$ cat config.mk
export PLATFORM = sky130hd
export DESIGN_NAME = depth_closest_point_tracker
export DESIGN_NICKNAME = d
export VERILOG_FILES = /design/src/rtl/core/dcpt_pkg.sv /design/src/rtl/core/dcpt_mul.sv /design/src/rtl/core/depth_closest_point_tracker.sv
export VERILOG_INCLUDE_DIRS = /design/src /design/src/rtl/core
export SDC_FILE = /design/constraint.sdc
export NUM_CORES = 2
export LEC_CHECK = 0
export BUFFER_PORTS_ARGS = -buffer_cell sky130_fd_sc_hd__clkbuf_2
export CAP_MARGIN = 20
export CORE_MARGIN = 2
export CORE_UTILIZATION = 50
export CTS_CLUSTER_SIZE = 20
export DETAILED_ROUTE_END_ITERATION = 6
export GPL_ROUTABILITY_DRIVEN = 0
export PLACE_DENSITY = 0.66
export SLEW_MARGIN = 15
export SYNTH_ARGS = -nofsm -noshare
export SYNTH_HDL_FRONTEND = slang
export SYNTH_HIERARCHICAL = 1
export SYNTH_SLANG_ARGS = --single-unit
$ cat constraint.sdc
create_clock -name clk -period 24.7 [get_ports clk]
set_clock_uncertainty 0.1 [all_clocks]
set_input_delay 7.41 -clock clk [delete_from_list [all_inputs] [get_ports clk]]
set_output_delay 7.41 -clock clk [all_outputs]
set_load 0.01 [all_outputs]
$ cat src/rtl/core/depth_closest_point_tracker_defines.svh
// Assertion macros for the nearest-point tracker.
`ifndef DEPTH_CLOSEST_POINT_TRACKER_DEFINES_SVH
`define DEPTH_CLOSEST_POINT_TRACKER_DEFINES_SVH

// Check that cond holds at every clock edge out of reset.
`define DCPT_ASSERT_HOLDS(name, cond, msg) \
  name: assert property (@(posedge clk) disable iff (rst) (cond)) else $error(msg);

// Check that cons holds at every clock edge where ante holds.
`define DCPT_ASSERT_IMPLIES(name, ante, cons, msg) \
  name: assert property (@(posedge clk) disable iff (rst) (ante) |-> (cons)) else $error(msg);

`endif

$ cat src/rtl/core/dcpt_pkg.sv
`default_nettype none
package dcpt_pkg;

  localparam int COORD_BITS = 16;

  localparam int MUL_A_W = 29;
  localparam int MUL_B_W = 25;
  localparam int PROD_W  = MUL_A_W + MUL_B_W;

endpackage
`default_nettype wire

$ cat src/rtl/core/dcpt_mul.sv
`default_nettype none
module dcpt_mul
  import dcpt_pkg::*;
(
  input  wire logic                      clk,
  input  wire logic signed [MUL_A_W-1:0] a,
  input  wire logic signed [MUL_B_W-1:0] b,
  output logic signed [PROD_W-1:0]       prod
);

  always_ff @(posedge clk) begin
    prod <= a * b;
  end

endmodule
`default_nettype wire

$ cat src/rtl/core/depth_closest_point_tracker.sv
// Nearest-point tracker. Depth pixels arrive on the slave stream; a pixel inside the window
// (even column 120..518, even row 50..348, depth 1..5000 mm) is deprojected through a pinhole
// model, tilted into world axes and compared against the nearest point so far among points
// above 600 mm. A dropped pixel is taken in the accept state alone. A kept pixel passes the
// accept state, eight products through the single 29x25 registered multiplier, a state to
// form the height and one to update the nearest point; tready is low meanwhile. The pixel
// marked tlast then passes an emit state that loads the result register, waiting there while an
// earlier result still waits in that register; the loaded result then waits for the master side
// while the next pixel is taken. Configuration writes are taken at any time and must only be
// issued while the block is idle.
`default_nettype none
`include "depth_closest_point_tracker_defines.svh"
module depth_closest_point_tracker
  import dcpt_pkg::*;
(
  input  wire logic        clk,
  input  wire logic        rst,
  input  wire logic        cfg_we,
  input  wire logic [2:0]  cfg_index,
  input  wire logic [23:0] cfg_wdata,
  input  wire logic        s_axis_tvalid,
  output logic             s_axis_tready,
  // pixel_col[9:0], pixel_row[19:10], depth_mm[35:20], zero fill
  input  wire logic [39:0] s_axis_tdata,
  input  wire logic        s_axis_tlast,
  output logic             m_axis_tvalid,
  input  wire logic        m_axis_tready,
  // near_x_mm, near_fwd_mm, near_height_mm, point_found, door_open, zero fill
  output logic [((3 * COORD_BITS + 2 + 7) / 8) * 8 - 1:0] m_axis_tdata
);

  localparam int OUT_TDATA_W = ((3 * COORD_BITS + 2 + 7) / 8) * 8;
  localparam int DC_W    = 15;
  localparam int DEPTH_W = 13;
  localparam int TX_W    = 28;
  localparam int PT_W    = PROD_W - 28;
  localparam int R15_W   = PROD_W - 15;
  localparam int HGT_W   = R15_W + 1;

  localparam logic [9:0]  WIN_LEFT    = 10'd120;
  localparam logic [9:0]  WIN_RIGHT   = 10'd520;
  localparam logic [9:0]  WIN_TOP     = 10'd50;
  localparam logic [9:0]  WIN_BOTTOM  = 10'd350;
  localparam logic [15:0] DEPTH_LIMIT = 16'd5000;

  localparam logic signed [HGT_W-1:0]      MIN_HEIGHT = HGT_W'(600);
  localparam logic signed [COORD_BITS-1:0] DOOR_LIMIT = COORD_BITS'(200);
  localparam logic signed [COORD_BITS-1:0] COORD_MAX  = {1'b0, {(COORD_BITS - 1){1'b1}}};
  localparam logic signed [HGT_W-1:0]      SAT_HI     = HGT_W'(COORD_MAX);
  localparam logic signed [HGT_W-1:0]      SAT_LO     = -SAT_HI - HGT_W'(1);
  localparam logic signed [PROD_W-1:0]     HALF28     = PROD_W'(1) <<< 27;
  localparam logic signed [PROD_W-1:0]     HALF15     = PROD_W'(1) <<< 14;

  typedef enum logic [2:0] {
    REG_INV_FOCAL_X = 3'd0,
    REG_INV_FOCAL_Y = 3'd1,
    REG_CENTER_COL  = 3'd2,
    REG_CENTER_ROW  = 3'd3,
    REG_TILT_COS    = 3'd4,
    REG_TILT_SIN    = 3'd5,
    REG_MOUNT       = 3'd6
  } cfg_reg_t;

  typedef enum logic [3:0] {
    ST_IDLE,
    ST_MUL_DC,
    ST_MUL_DR,
    ST_MUL_X,
    ST_MUL_Y,
    ST_MUL_ZS,
    ST_MUL_YC,
    ST_MUL_YS,
    ST_MUL_ZC,
    ST_HGT,
    ST_UPDATE,
    ST_EMIT
  } state_t;

  function automatic logic signed [COORD_BITS-1:0] clamp_coord(
    input logic signed [HGT_W-1:0] v
  );
    logic signed [HGT_W-1:0] c;
    c = v;
    if (v > SAT_HI) c = SAT_HI;
    if (v < SAT_LO) c = SAT_LO;
    return c[COORD_BITS-1:0];
  endfunction

  function automatic logic signed [PT_W-1:0] round28(input logic signed [PROD_W-1:0] v);
    logic signed [PROD_W-1:0] s;
    s = v + HALF28;
    return s[PROD_W-1:28];
  endfunction

  function automatic logic signed [R15_W-1:0] round15(input logic signed [PROD_W-1:0] v);
    logic signed [PROD_W-1:0] s;
    s = v + HALF15;
    return s[PROD_W-1:15];
  endfunction

  logic [23:0]        inv_focal_x;
  logic [23:0]        inv_focal_y;
  logic [13:0]        center_col;
  logic [13:0]        center_row;
  logic signed [15:0] tilt_cos;
  logic signed [15:0] tilt_sin;
  logic [13:0]        mount_height;

  state_t                       state;
  logic signed [DC_W-1:0]       dc;
  logic signed [DC_W-1:0]       dr;
  logic [DEPTH_W-1:0]           depth;
  logic                         last;
  logic signed [TX_W-1:0]       tx;
  logic signed [TX_W-1:0]       ty;
  logic signed [PT_W-1:0]       px;
  logic signed [PT_W-1:0]       py;
  logic signed [PROD_W-1:0]     acc;
  logic signed [COORD_BITS-1:0] fwd;
  logic signed [HGT_W-1:0]      hgt;

  logic signed [COORD_BITS-1:0] best_x;
  logic signed [COORD_BITS-1:0] best_fwd;
  logic signed [COORD_BITS-1:0] best_height;
  logic                         seen_point;

  logic signed [COORD_BITS-1:0] out_x;
  logic signed [COORD_BITS-1:0] out_fwd;
  logic signed [COORD_BITS-1:0] out_hgt;
  logic                         out_found;
  logic                         out_door;

  logic signed [MUL_A_W-1:0] mul_a;
  logic signed [MUL_B_W-1:0] mul_b;
  logic signed [PROD_W-1:0]  prod;

  logic [9:0]             in_col;
  logic [9:0]             in_row;
  logic [15:0]            in_depth;
  logic                   keep;
  logic signed [DC_W-1:0] dc_in;
  logic signed [DC_W-1:0] dr_in;
  logic                   in_fire;
  logic                   emit_ok;
  logic                   out_load;

  assign in_col   = s_axis_tdata[9:0];
  assign in_row   = s_axis_tdata[19:10];
  assign in_depth = s_axis_tdata[35:20];

  assign keep = (in_col >= WIN_LEFT) && (in_col < WIN_RIGHT) && !in_col[0] &&
                (in_row >= WIN_TOP) && (in_row < WIN_BOTTOM) && !in_row[0] &&
                (in_depth != 16'd0) && (in_depth <= DEPTH_LIMIT);

  assign dc_in = $signed({1'b0, in_col, 4'b0000}) - $signed({1'b0, center_col});
  assign dr_in = $signed({1'b0, in_row, 4'b0000}) - $signed({1'b0, center_row});

  assign s_axis_tready = (state == ST_IDLE);
  assign in_fire       = s_axis_tvalid && s_axis_tready;
  assign emit_ok       = !m_axis_tvalid || m_axis_tready;
  assign out_load      = (state == ST_EMIT) && emit_ok;

  assign m_axis_tdata = OUT_TDATA_W'({out_door, out_found, out_hgt, out_fwd, out_x});

  always_comb begin
    mul_a = '0;
    mul_b = '0;
    case (state)
      ST_MUL_DC: begin
        mul_a = MUL_A_W'(dc);
        mul_b = MUL_B_W'($signed({1'b0, depth}));
      end
      ST_MUL_DR: begin
        mul_a = MUL_A_W'(dr);
        mul_b = MUL_B_W'($signed({1'b0, depth}));
      end
      ST_MUL_X: begin
        mul_a = MUL_A_W'(tx);
        mul_b = $signed({1'b0, inv_focal_x});
      end
      ST_MUL_Y: begin
        mul_a = MUL_A_W'(ty);
        mul_b = $signed({1'b0, inv_focal_y});
      end
      ST_MUL_ZS: begin
        mul_a = MUL_A_W'($signed({1'b0, depth}));
        mul_b = MUL_B_W'(tilt_sin);
      end
      ST_MUL_YC: begin
        mul_a = MUL_A_W'(py);
        mul_b = MUL_B_W'(tilt_cos);
      end
      ST_MUL_YS: begin
        mul_a = MUL_A_W'(py);
        mul_b = MUL_B_W'(tilt_sin);
      end
      ST_MUL_ZC: begin
        mul_a = MUL_A_W'($signed({1'b0, depth}));
        mul_b = MUL_B_W'(tilt_cos);
      end
      default: begin
        mul_a = '0;
        mul_b = '0;
      end
    endcase
  end

  dcpt_mul u_mul (
    .clk  (clk),
    .a    (mul_a),
    .b    (mul_b),
    .prod (prod)
  );

  always_ff @(posedge clk) begin
    if (rst) begin
      inv_focal_x  <= 24'd44150;
      inv_focal_y  <= 24'd44150;
      center_col   <= 14'd5120;
      center_row   <= 14'd3840;
      tilt_cos     <= 16'sd31336;
      tilt_sin     <= 16'sd9581;
      mount_height <= 14'd2413;
    end else if (cfg_we) begin
      case (cfg_index)
        REG_INV_FOCAL_X: inv_focal_x  <= cfg_wdata;
        REG_INV_FOCAL_Y: inv_focal_y  <= cfg_wdata;
        REG_CENTER_COL:  center_col   <= cfg_wdata[13:0];
        REG_CENTER_ROW:  center_row   <= cfg_wdata[13:0];
        REG_TILT_COS:    tilt_cos     <= $signed(cfg_wdata[15:0]);
        REG_TILT_SIN:    tilt_sin     <= $signed(cfg_wdata[15:0]);
        REG_MOUNT:       mount_height <= cfg_wdata[13:0];
        default: ;
      endcase
    end
  end

  always_ff @(posedge clk) begin
    if (rst) begin
      state         <= ST_IDLE;
      best_x        <= '0;
      best_fwd      <= COORD_MAX;
      best_height   <= '0;
      seen_point    <= 1'b0;
      m_axis_tvalid <= 1'b0;
    end else begin
      if (out_load) begin
        m_axis_tvalid <= 1'b1;
      end else if (m_axis_tready) begin
        m_axis_tvalid <= 1'b0;
      end
      case (state)
        ST_IDLE: begin
          if (in_fire) begin
            dc    <= dc_in;
            dr    <= dr_in;
            depth <= in_depth[DEPTH_W-1:0];
            last  <= s_axis_tlast;
            if (keep) begin
              state <= ST_MUL_DC;
            end else if (s_axis_tlast) begin
              state <= ST_EMIT;
            end
          end
        end
        ST_MUL_DC: state <= ST_MUL_DR;
        ST_MUL_DR: begin
          tx    <= prod[TX_W-1:0];
          state <= ST_MUL_X;
        end
        ST_MUL_X: begin
          ty    <= prod[TX_W-1:0];
          state <= ST_MUL_Y;
        end
        ST_MUL_Y: begin
          px    <= round28(prod);
          state <= ST_MUL_ZS;
        end
        ST_MUL_ZS: begin
          py    <= round28(prod);
          state <= ST_MUL_YC;
        end
        ST_MUL_YC: begin
          acc   <= prod;
          state <= ST_MUL_YS;
        end
        ST_MUL_YS: begin
          fwd   <= clamp_coord(HGT_W'(round15(acc - prod)));
          state <= ST_MUL_ZC;
        end
        ST_MUL_ZC: begin
          acc   <= -prod;
          state <= ST_HGT;
        end
        ST_HGT: begin
          hgt   <= HGT_W'(round15(acc - prod)) + $signed({{(HGT_W - 14){1'b0}}, mount_height});
          state <= ST_UPDATE;
        end
        ST_UPDATE: begin
          if ((hgt > MIN_HEIGHT) && (fwd < best_fwd)) begin
            best_x      <= clamp_coord(HGT_W'(px));
            best_fwd    <= fwd;
            best_height <= clamp_coord(hgt);
            seen_point  <= 1'b1;
          end
          state <= last ? ST_EMIT : ST_IDLE;
        end
        ST_EMIT: begin
          if (emit_ok) begin
            out_x         <= best_x;
            out_fwd       <= best_fwd;
            out_hgt       <= best_height;
            out_found     <= seen_point;
            out_door      <= (best_fwd < DOOR_LIMIT);
            best_fwd      <= COORD_MAX;
            seen_point    <= 1'b0;
            state         <= ST_IDLE;
          end
        end
        default: state <= ST_IDLE;
      endcase
    end
  end

  `DCPT_ASSERT_IMPLIES(a_busy_not_ready, state != ST_IDLE, !s_axis_tready, "ready while busy")
  `DCPT_ASSERT_IMPLIES(a_seen_has_fwd, seen_point, best_fwd != COORD_MAX, "found point at max fwd")
  `DCPT_ASSERT_IMPLIES(a_door_needs_point, m_axis_tvalid && out_door, out_found, "door without point")

endmodule
`default_nettype wire

**Yosys cells after proc, flatten, opt, wreduce, memory -nomap -nowiden**

Cells that the tools add are included.

- Add/sub/neg operators: 7
- Multiply operators: 1
- Order comparisons: 14
- Equal/unequal tests: 21
- Muxes and demuxes: 22
- Bitwise operators: 1
- Reductions and logical operators: 44

Operator list:

| operator | number |
|---|---|
| 29-bit one-hot mux with 6 select lines | 1 |
| 25-bit one-hot mux with 5 select lines | 1 |
| 16-bit two-way mux | 7 |
| 54-bit one-hot mux with 2 select lines | 1 |
| 54-bit by 16-bit adder with 54-bit output (second input constant) | 1 |
| 54-bit by 29-bit adder with 54-bit output (second input constant) | 1 |
| 29-bit by 25-bit multiplier with 54-bit output | 1 |
| 54-bit negator | 1 |
| 54-bit subtractor | 1 |
| 4-bit one-hot mux with 12 select lines | 1 |
| 39-bit by 15-bit adder with 40-bit output | 1 |
| 40-bit by 11-bit greater-than comparator with 1-bit output (second input constant) | 1 |
| 40-bit by 16-bit greater-than comparator with 1-bit output (second input constant) | 1 |
| 40-bit by 16-bit < comparator with 1-bit output (second input constant) | 1 |
| 39-bit by 16-bit greater-than comparator with 1-bit output (second input constant) | 1 |
| 39-bit by 16-bit < comparator with 1-bit output (second input constant) | 1 |
| 16-bit one-hot mux with 2 select lines | 1 |
| 2-bit AND reduction | 15 |
| 14-bit by 14-bit subtractor with 15-bit output | 2 |
| 26-bit by 16-bit greater-than comparator with 1-bit output (second input constant) | 1 |
| 26-bit by 16-bit < comparator with 1-bit output (second input constant) | 1 |
| 4-bit two-way mux | 5 |
| 4-bit by 3-bit equality test with 1-bit output (second input constant) | 4 |
| 4-bit equality test (second input constant) | 4 |
| other kinds (27) | 55 |

- Bits in registers: 542
- Output and inout port bits: 58

**Logic depth before layout (Yosys ltp)**

- Depth after elaboration: 11
- Gate-level depth with buffers: 35
- Gate-level depth less buffers: 31

**Cells and area by module**

The synthesis kept the hierarchy.

Modules (own cells, without submodules):

| module | instances | cells an instance | area each (um^2) |
|---|---|---|---|
| dcpt_mul | 1 | 2,878 | 27,015.9 |
| depth_closest_point_tracker | 1 | 2,645 | 26,262.7 |

**Worst setup path before layout**

Ideal clock, no wire load.

- Path type: input-to-reg
- Start: input port rst
- End: register hgt[0], enable pin
- Library setup time: 0.537 ns
- Arrival time: 11.651 ns
- Data required time: 24.063 ns
- Setup slack: 12.412 ns
- Cell stages on the path: 3
- Buffers on the path: 2
- Cell sequence: clkbuf_1 clkbuf_1 nor4_1

- Longest elaborated chain between the ends: 2

Ends and longest elaborated chain:

| item | line | text |
|---|---|---|
| start: declaration | depth_closest_point_tracker.sv:17 | `input wire logic rst,` |
| 1-bit inverter (no source line) | -- |  |
| 2-bit AND reduction (no source line) | -- |  |
| end signal: assignment | depth_closest_point_tracker.sv:296 | `hgt <= HGT_W'(round15(acc - prod)) + $signed({{(HGT_W - 14){1'b0}}, mount_height});` |
| end: declaration | depth_closest_point_tracker.sv:120 | `logic signed [HGT_W-1:0] hgt;` |

No other way between the ends.
A chain may end at the register's enable or synchronous reset.

**Worst setup path in the final report**

- Start: register state[3]
- End: register u_mul.prod[40]

- Longest elaborated chain between the ends: 4
- Elaborated cells between the ends (all ways): 16
- Those cells by class: 1 x mul; 8 x eq/ne; 2 x mux; 5 x reduce/logical

Ends and longest elaborated chain:

| item | line | text |
|---|---|---|
| start: declaration | depth_closest_point_tracker.sv:109 | `state_t state;` |
| start signal: assignment | depth_closest_point_tracker.sv:306 | `state <= last ? ST_EMIT : ST_IDLE;` |
| 4-bit equality test (tied with other cells) | depth_closest_point_tracker.sv:168 | `case (state)` |
| 2-bit OR reduction (no source line) | -- |  |
| 25-bit one-hot mux with 5 select lines (*) | depth_closest_point_tracker.sv:168 |  |
| via mul_b[22] | depth_closest_point_tracker.sv:134 | `logic signed [MUL_B_W-1:0] mul_b;` |
| 29-bit by 25-bit multiplier with 54-bit output (*) | dcpt_mul.sv:12 | `prod <= a * b;` |
| end signal: assignment | dcpt_mul.sv:12 |  |
| end: declaration | dcpt_mul.sv:8 | `output logic signed [PROD_W-1:0] prod` |

The timed path passes the listed nets; every way through them passes the cells marked *.

==> qor.yml <==
sta:
  fin_setup_tns_ns: 0
  final-max-slew-violation-count: 0
  slew_headroom: 0.261
  fmax_mhz: 92.0
  fin_crit_sh: 0.440
  rsz0062_at_grt: "false"
  timing.final.crit_period_ns: 10.87
  tightest_slew_ns: 1.10
  hold_violations: 0
  setup_viol: 0
global_routing:
  grt.overflow.total: 0
  first_global_vias: 39379
  grt_max_degree: 102
  grt_pass1_wl_um: 224000
  grt_usage: 0.264
  antenna_found_initial: 5
clock_network:
  clk_pin_slew_worst_paths_ns: 0.06
  numClockSinks: 542
  cts_hold_buffers: 0
  cts_tree: "built"
  cts_inserted_buffers: 55
  post_cts_resized: 0
  clk_latency_ns: 0.66
  cts_root_buf: "clkbuf_16"
  cts_buffer_depth: 3
  post_cts_buffers: 0
  htreeDepth: 2
run_status:
  failed_checks: "design-rule violations"
  status: "complete, but fails checks"
drt:
  avgRoutedWirePerCell_um: 20.5
  drc: 2
  vias: 39290
  drt-total-wl_um: 143000
  drt_pass1_iterations: 7
  drt_iter0_drc: 3139
  postRouteAntennaNets: 0
  vias_per_cell: 5.65
synthesis:
  synthDistinctLibCells: 90
  synth_ff_type: "edfxtp_1"
  async_flop_share: 0
  yosysWarnings: 6
  synth_edf_count: 312
  ys_ff_latch: 542
  synth_top_family_by_area: "adder cells"
  synth.avg_cell_area_um2: 9.65
  synth_xor_area_frac: 0.0376
  synthesis.area_mm2: 0.0533
  synth_cells: 5523
  seq_area_frac_synth: 0.262
  yosys.area_share.simple: 0.161
  synth-compound-area-share: 0.0926
  yosys.area_share.adder: 0.354
  synthMuxAreaShare: 0.00817
setup_path:
  worst_path_max_delay_cell: "a221o_2"
  crit_fanout: 39
  start_kind: "flop"
  path_class: "reg2reg"
  critPathMostFrequentCell: "fa_1"
  cpPeakStageDelay_ns: 0.86
  cp.arrival_ns: 11.31
  worstPathRequired_ns: 25.14
  endpoint_kind: "flop"
die:
  pin_count: 131
  row_count: 119
  dieArea_mm2: 0.109
  die_y_um: 330
  core-area_mm2: 0.105
  die-width_um: 330
  start_util: 0.505
placement:
  dp.cells: 6851
  io_buffer_count: 120
  hpwl_um: 105000
finish:
  finalNonFillerCells: 6956
  mostFrequentLayoutCells: "inv_1 (913), nand2_1 (791), fa_1 (750)"
  syn_to_final_growth_pct: 7.15
  final_common_cell: "inv_1"
  nets: 6647
  drive_above_1_share: 0.0663
  fin_util: 0.542
hold_path:
  hp-class: "reg2reg"
run:
  drv_cap: 0
path summary, 6_finish.rpt:
| kind | startpoint | cells after the start | slack, ns | endpoint |
|---|---|---|---|---|
| max | state[3] | 27 | 13.83 | u_mul/prod[40] |
| min | seen_point | 0 | 0.33 | out_found |
| max reg2reg | state[3] | 27 | 13.83 | u_mul/prod[40] |
| min reg2reg | seen_point | 0 | 0.33 | out_found |
cells by family after synthesis:
logic type                 count (synthesis)
other                                      1
AOI/OAI and AO/OA                        734
and+or+nand+nor                         1736
xor gates and xnor gates                 229
muxes                                     43
DFF                                      542
buffers and inverters                   1181
adders and majority gates               1057
cell type report:
| type | instances | area (um^2) |
|---|---|---|
| diodes | 1 | 2.50 |
| clock buffers | 71 | 1500 |
| clock inverters | 33 | 318 |
| fillers | 9449 | 48300 |
| inverters | 915 | 3430 |
| multi-input cells | 3805 | 34900 |
| flip-flops and latches | 542 | 14000 |
| well taps | 1391 | 1740 |
| repair buffers | 198 | 1190 |
layer usage:
| layer | track usage | vias to the layer above | wire length (um) |
|---|---|---|---|
| met4 | 0.0748 | 0 | 4240 |
| met3 | 0.0359 | 252 | 10800 |
| li1 | - | 17741 | - |
| met5 | 0 | - | 0 |
| met2 | 0.430 | 1523 | 67200 |
| met1 | 0.372 | 19774 | 60400 |
metrics by stage:
| stage | cell area (um^2) | hold slack [ns] | worst slack, ns |
|---|---|---|---|
| floorplan | 53300 | 0.300 | 12.41 |
| global placement | 55300 | 0.309 | 14.06 |
| detailed placement | 55300 | 0.318 | 14.03 |
| CTS | 57100 | 0.331 | 13.96 |
| global route | 57100 | 0.335 | 13.41 |
| finish | 57100 | 0.330 | 13.83 |
worst max-delay path, delay by kind of cell (launching register included):
family	cells	cell delay, ns
xor+xnor	1	0.13
buf+inv	4	0.86
flops	1	0.71
fa+ha+maj	8	4.20
compound gates	7	2.40
simple gates	7	2.24
synth_stat cells, types with 39 or more instances:
| cell | number | area, um^2 |
|---|---|---|
| and2_1 | 365 | 2280 |
| nand2_1 | 791 | 2970 |
| ha_1 | 306 | 3830 |
| a211oi_1 | 39 | 293 |
| o21ai_0 | 117 | 586 |
| nand4_1 | 60 | 375 |
| xor2_1 | 47 | 412 |
| a21oi_1 | 232 | 1160 |
| nand3_1 | 63 | 315 |
| fa_1 | 751 | 15000 |
| inv_1 | 913 | 3430 |
| xnor2_1 | 182 | 1590 |
| mux2i_1 | 39 | 390 |
| edfxtp_1 | 312 | 9370 |
| a21o_1 | 74 | 556 |
| nor3_1 | 45 | 225 |
| clkbuf_1 | 234 | 878 |
| nor2_1 | 155 | 582 |
| nand2b_1 | 46 | 288 |
| nand3b_1 | 49 | 368 |
| dfxtp_1 | 230 | 4600 |
| nor2b_1 | 40 | 250 |
flip-flops by register name (all words and copies together), names as in the netlist, 16 cells and up:
name,cells
out_fwd,16
best_fwd,16
best_height,16
ty,28
u_mul/prod,54
acc,54
tx,28
inv_focal_x,24
px,26
out_x,16
best_x,16
hgt,40
py,26
tilt_cos,16
tilt_sin,16
inv_focal_y,24
fwd,16
out_hgt,16
Power is not shown: default switching activity piles up to over one toggle a cycle in this logic, so the estimate is an artifact.
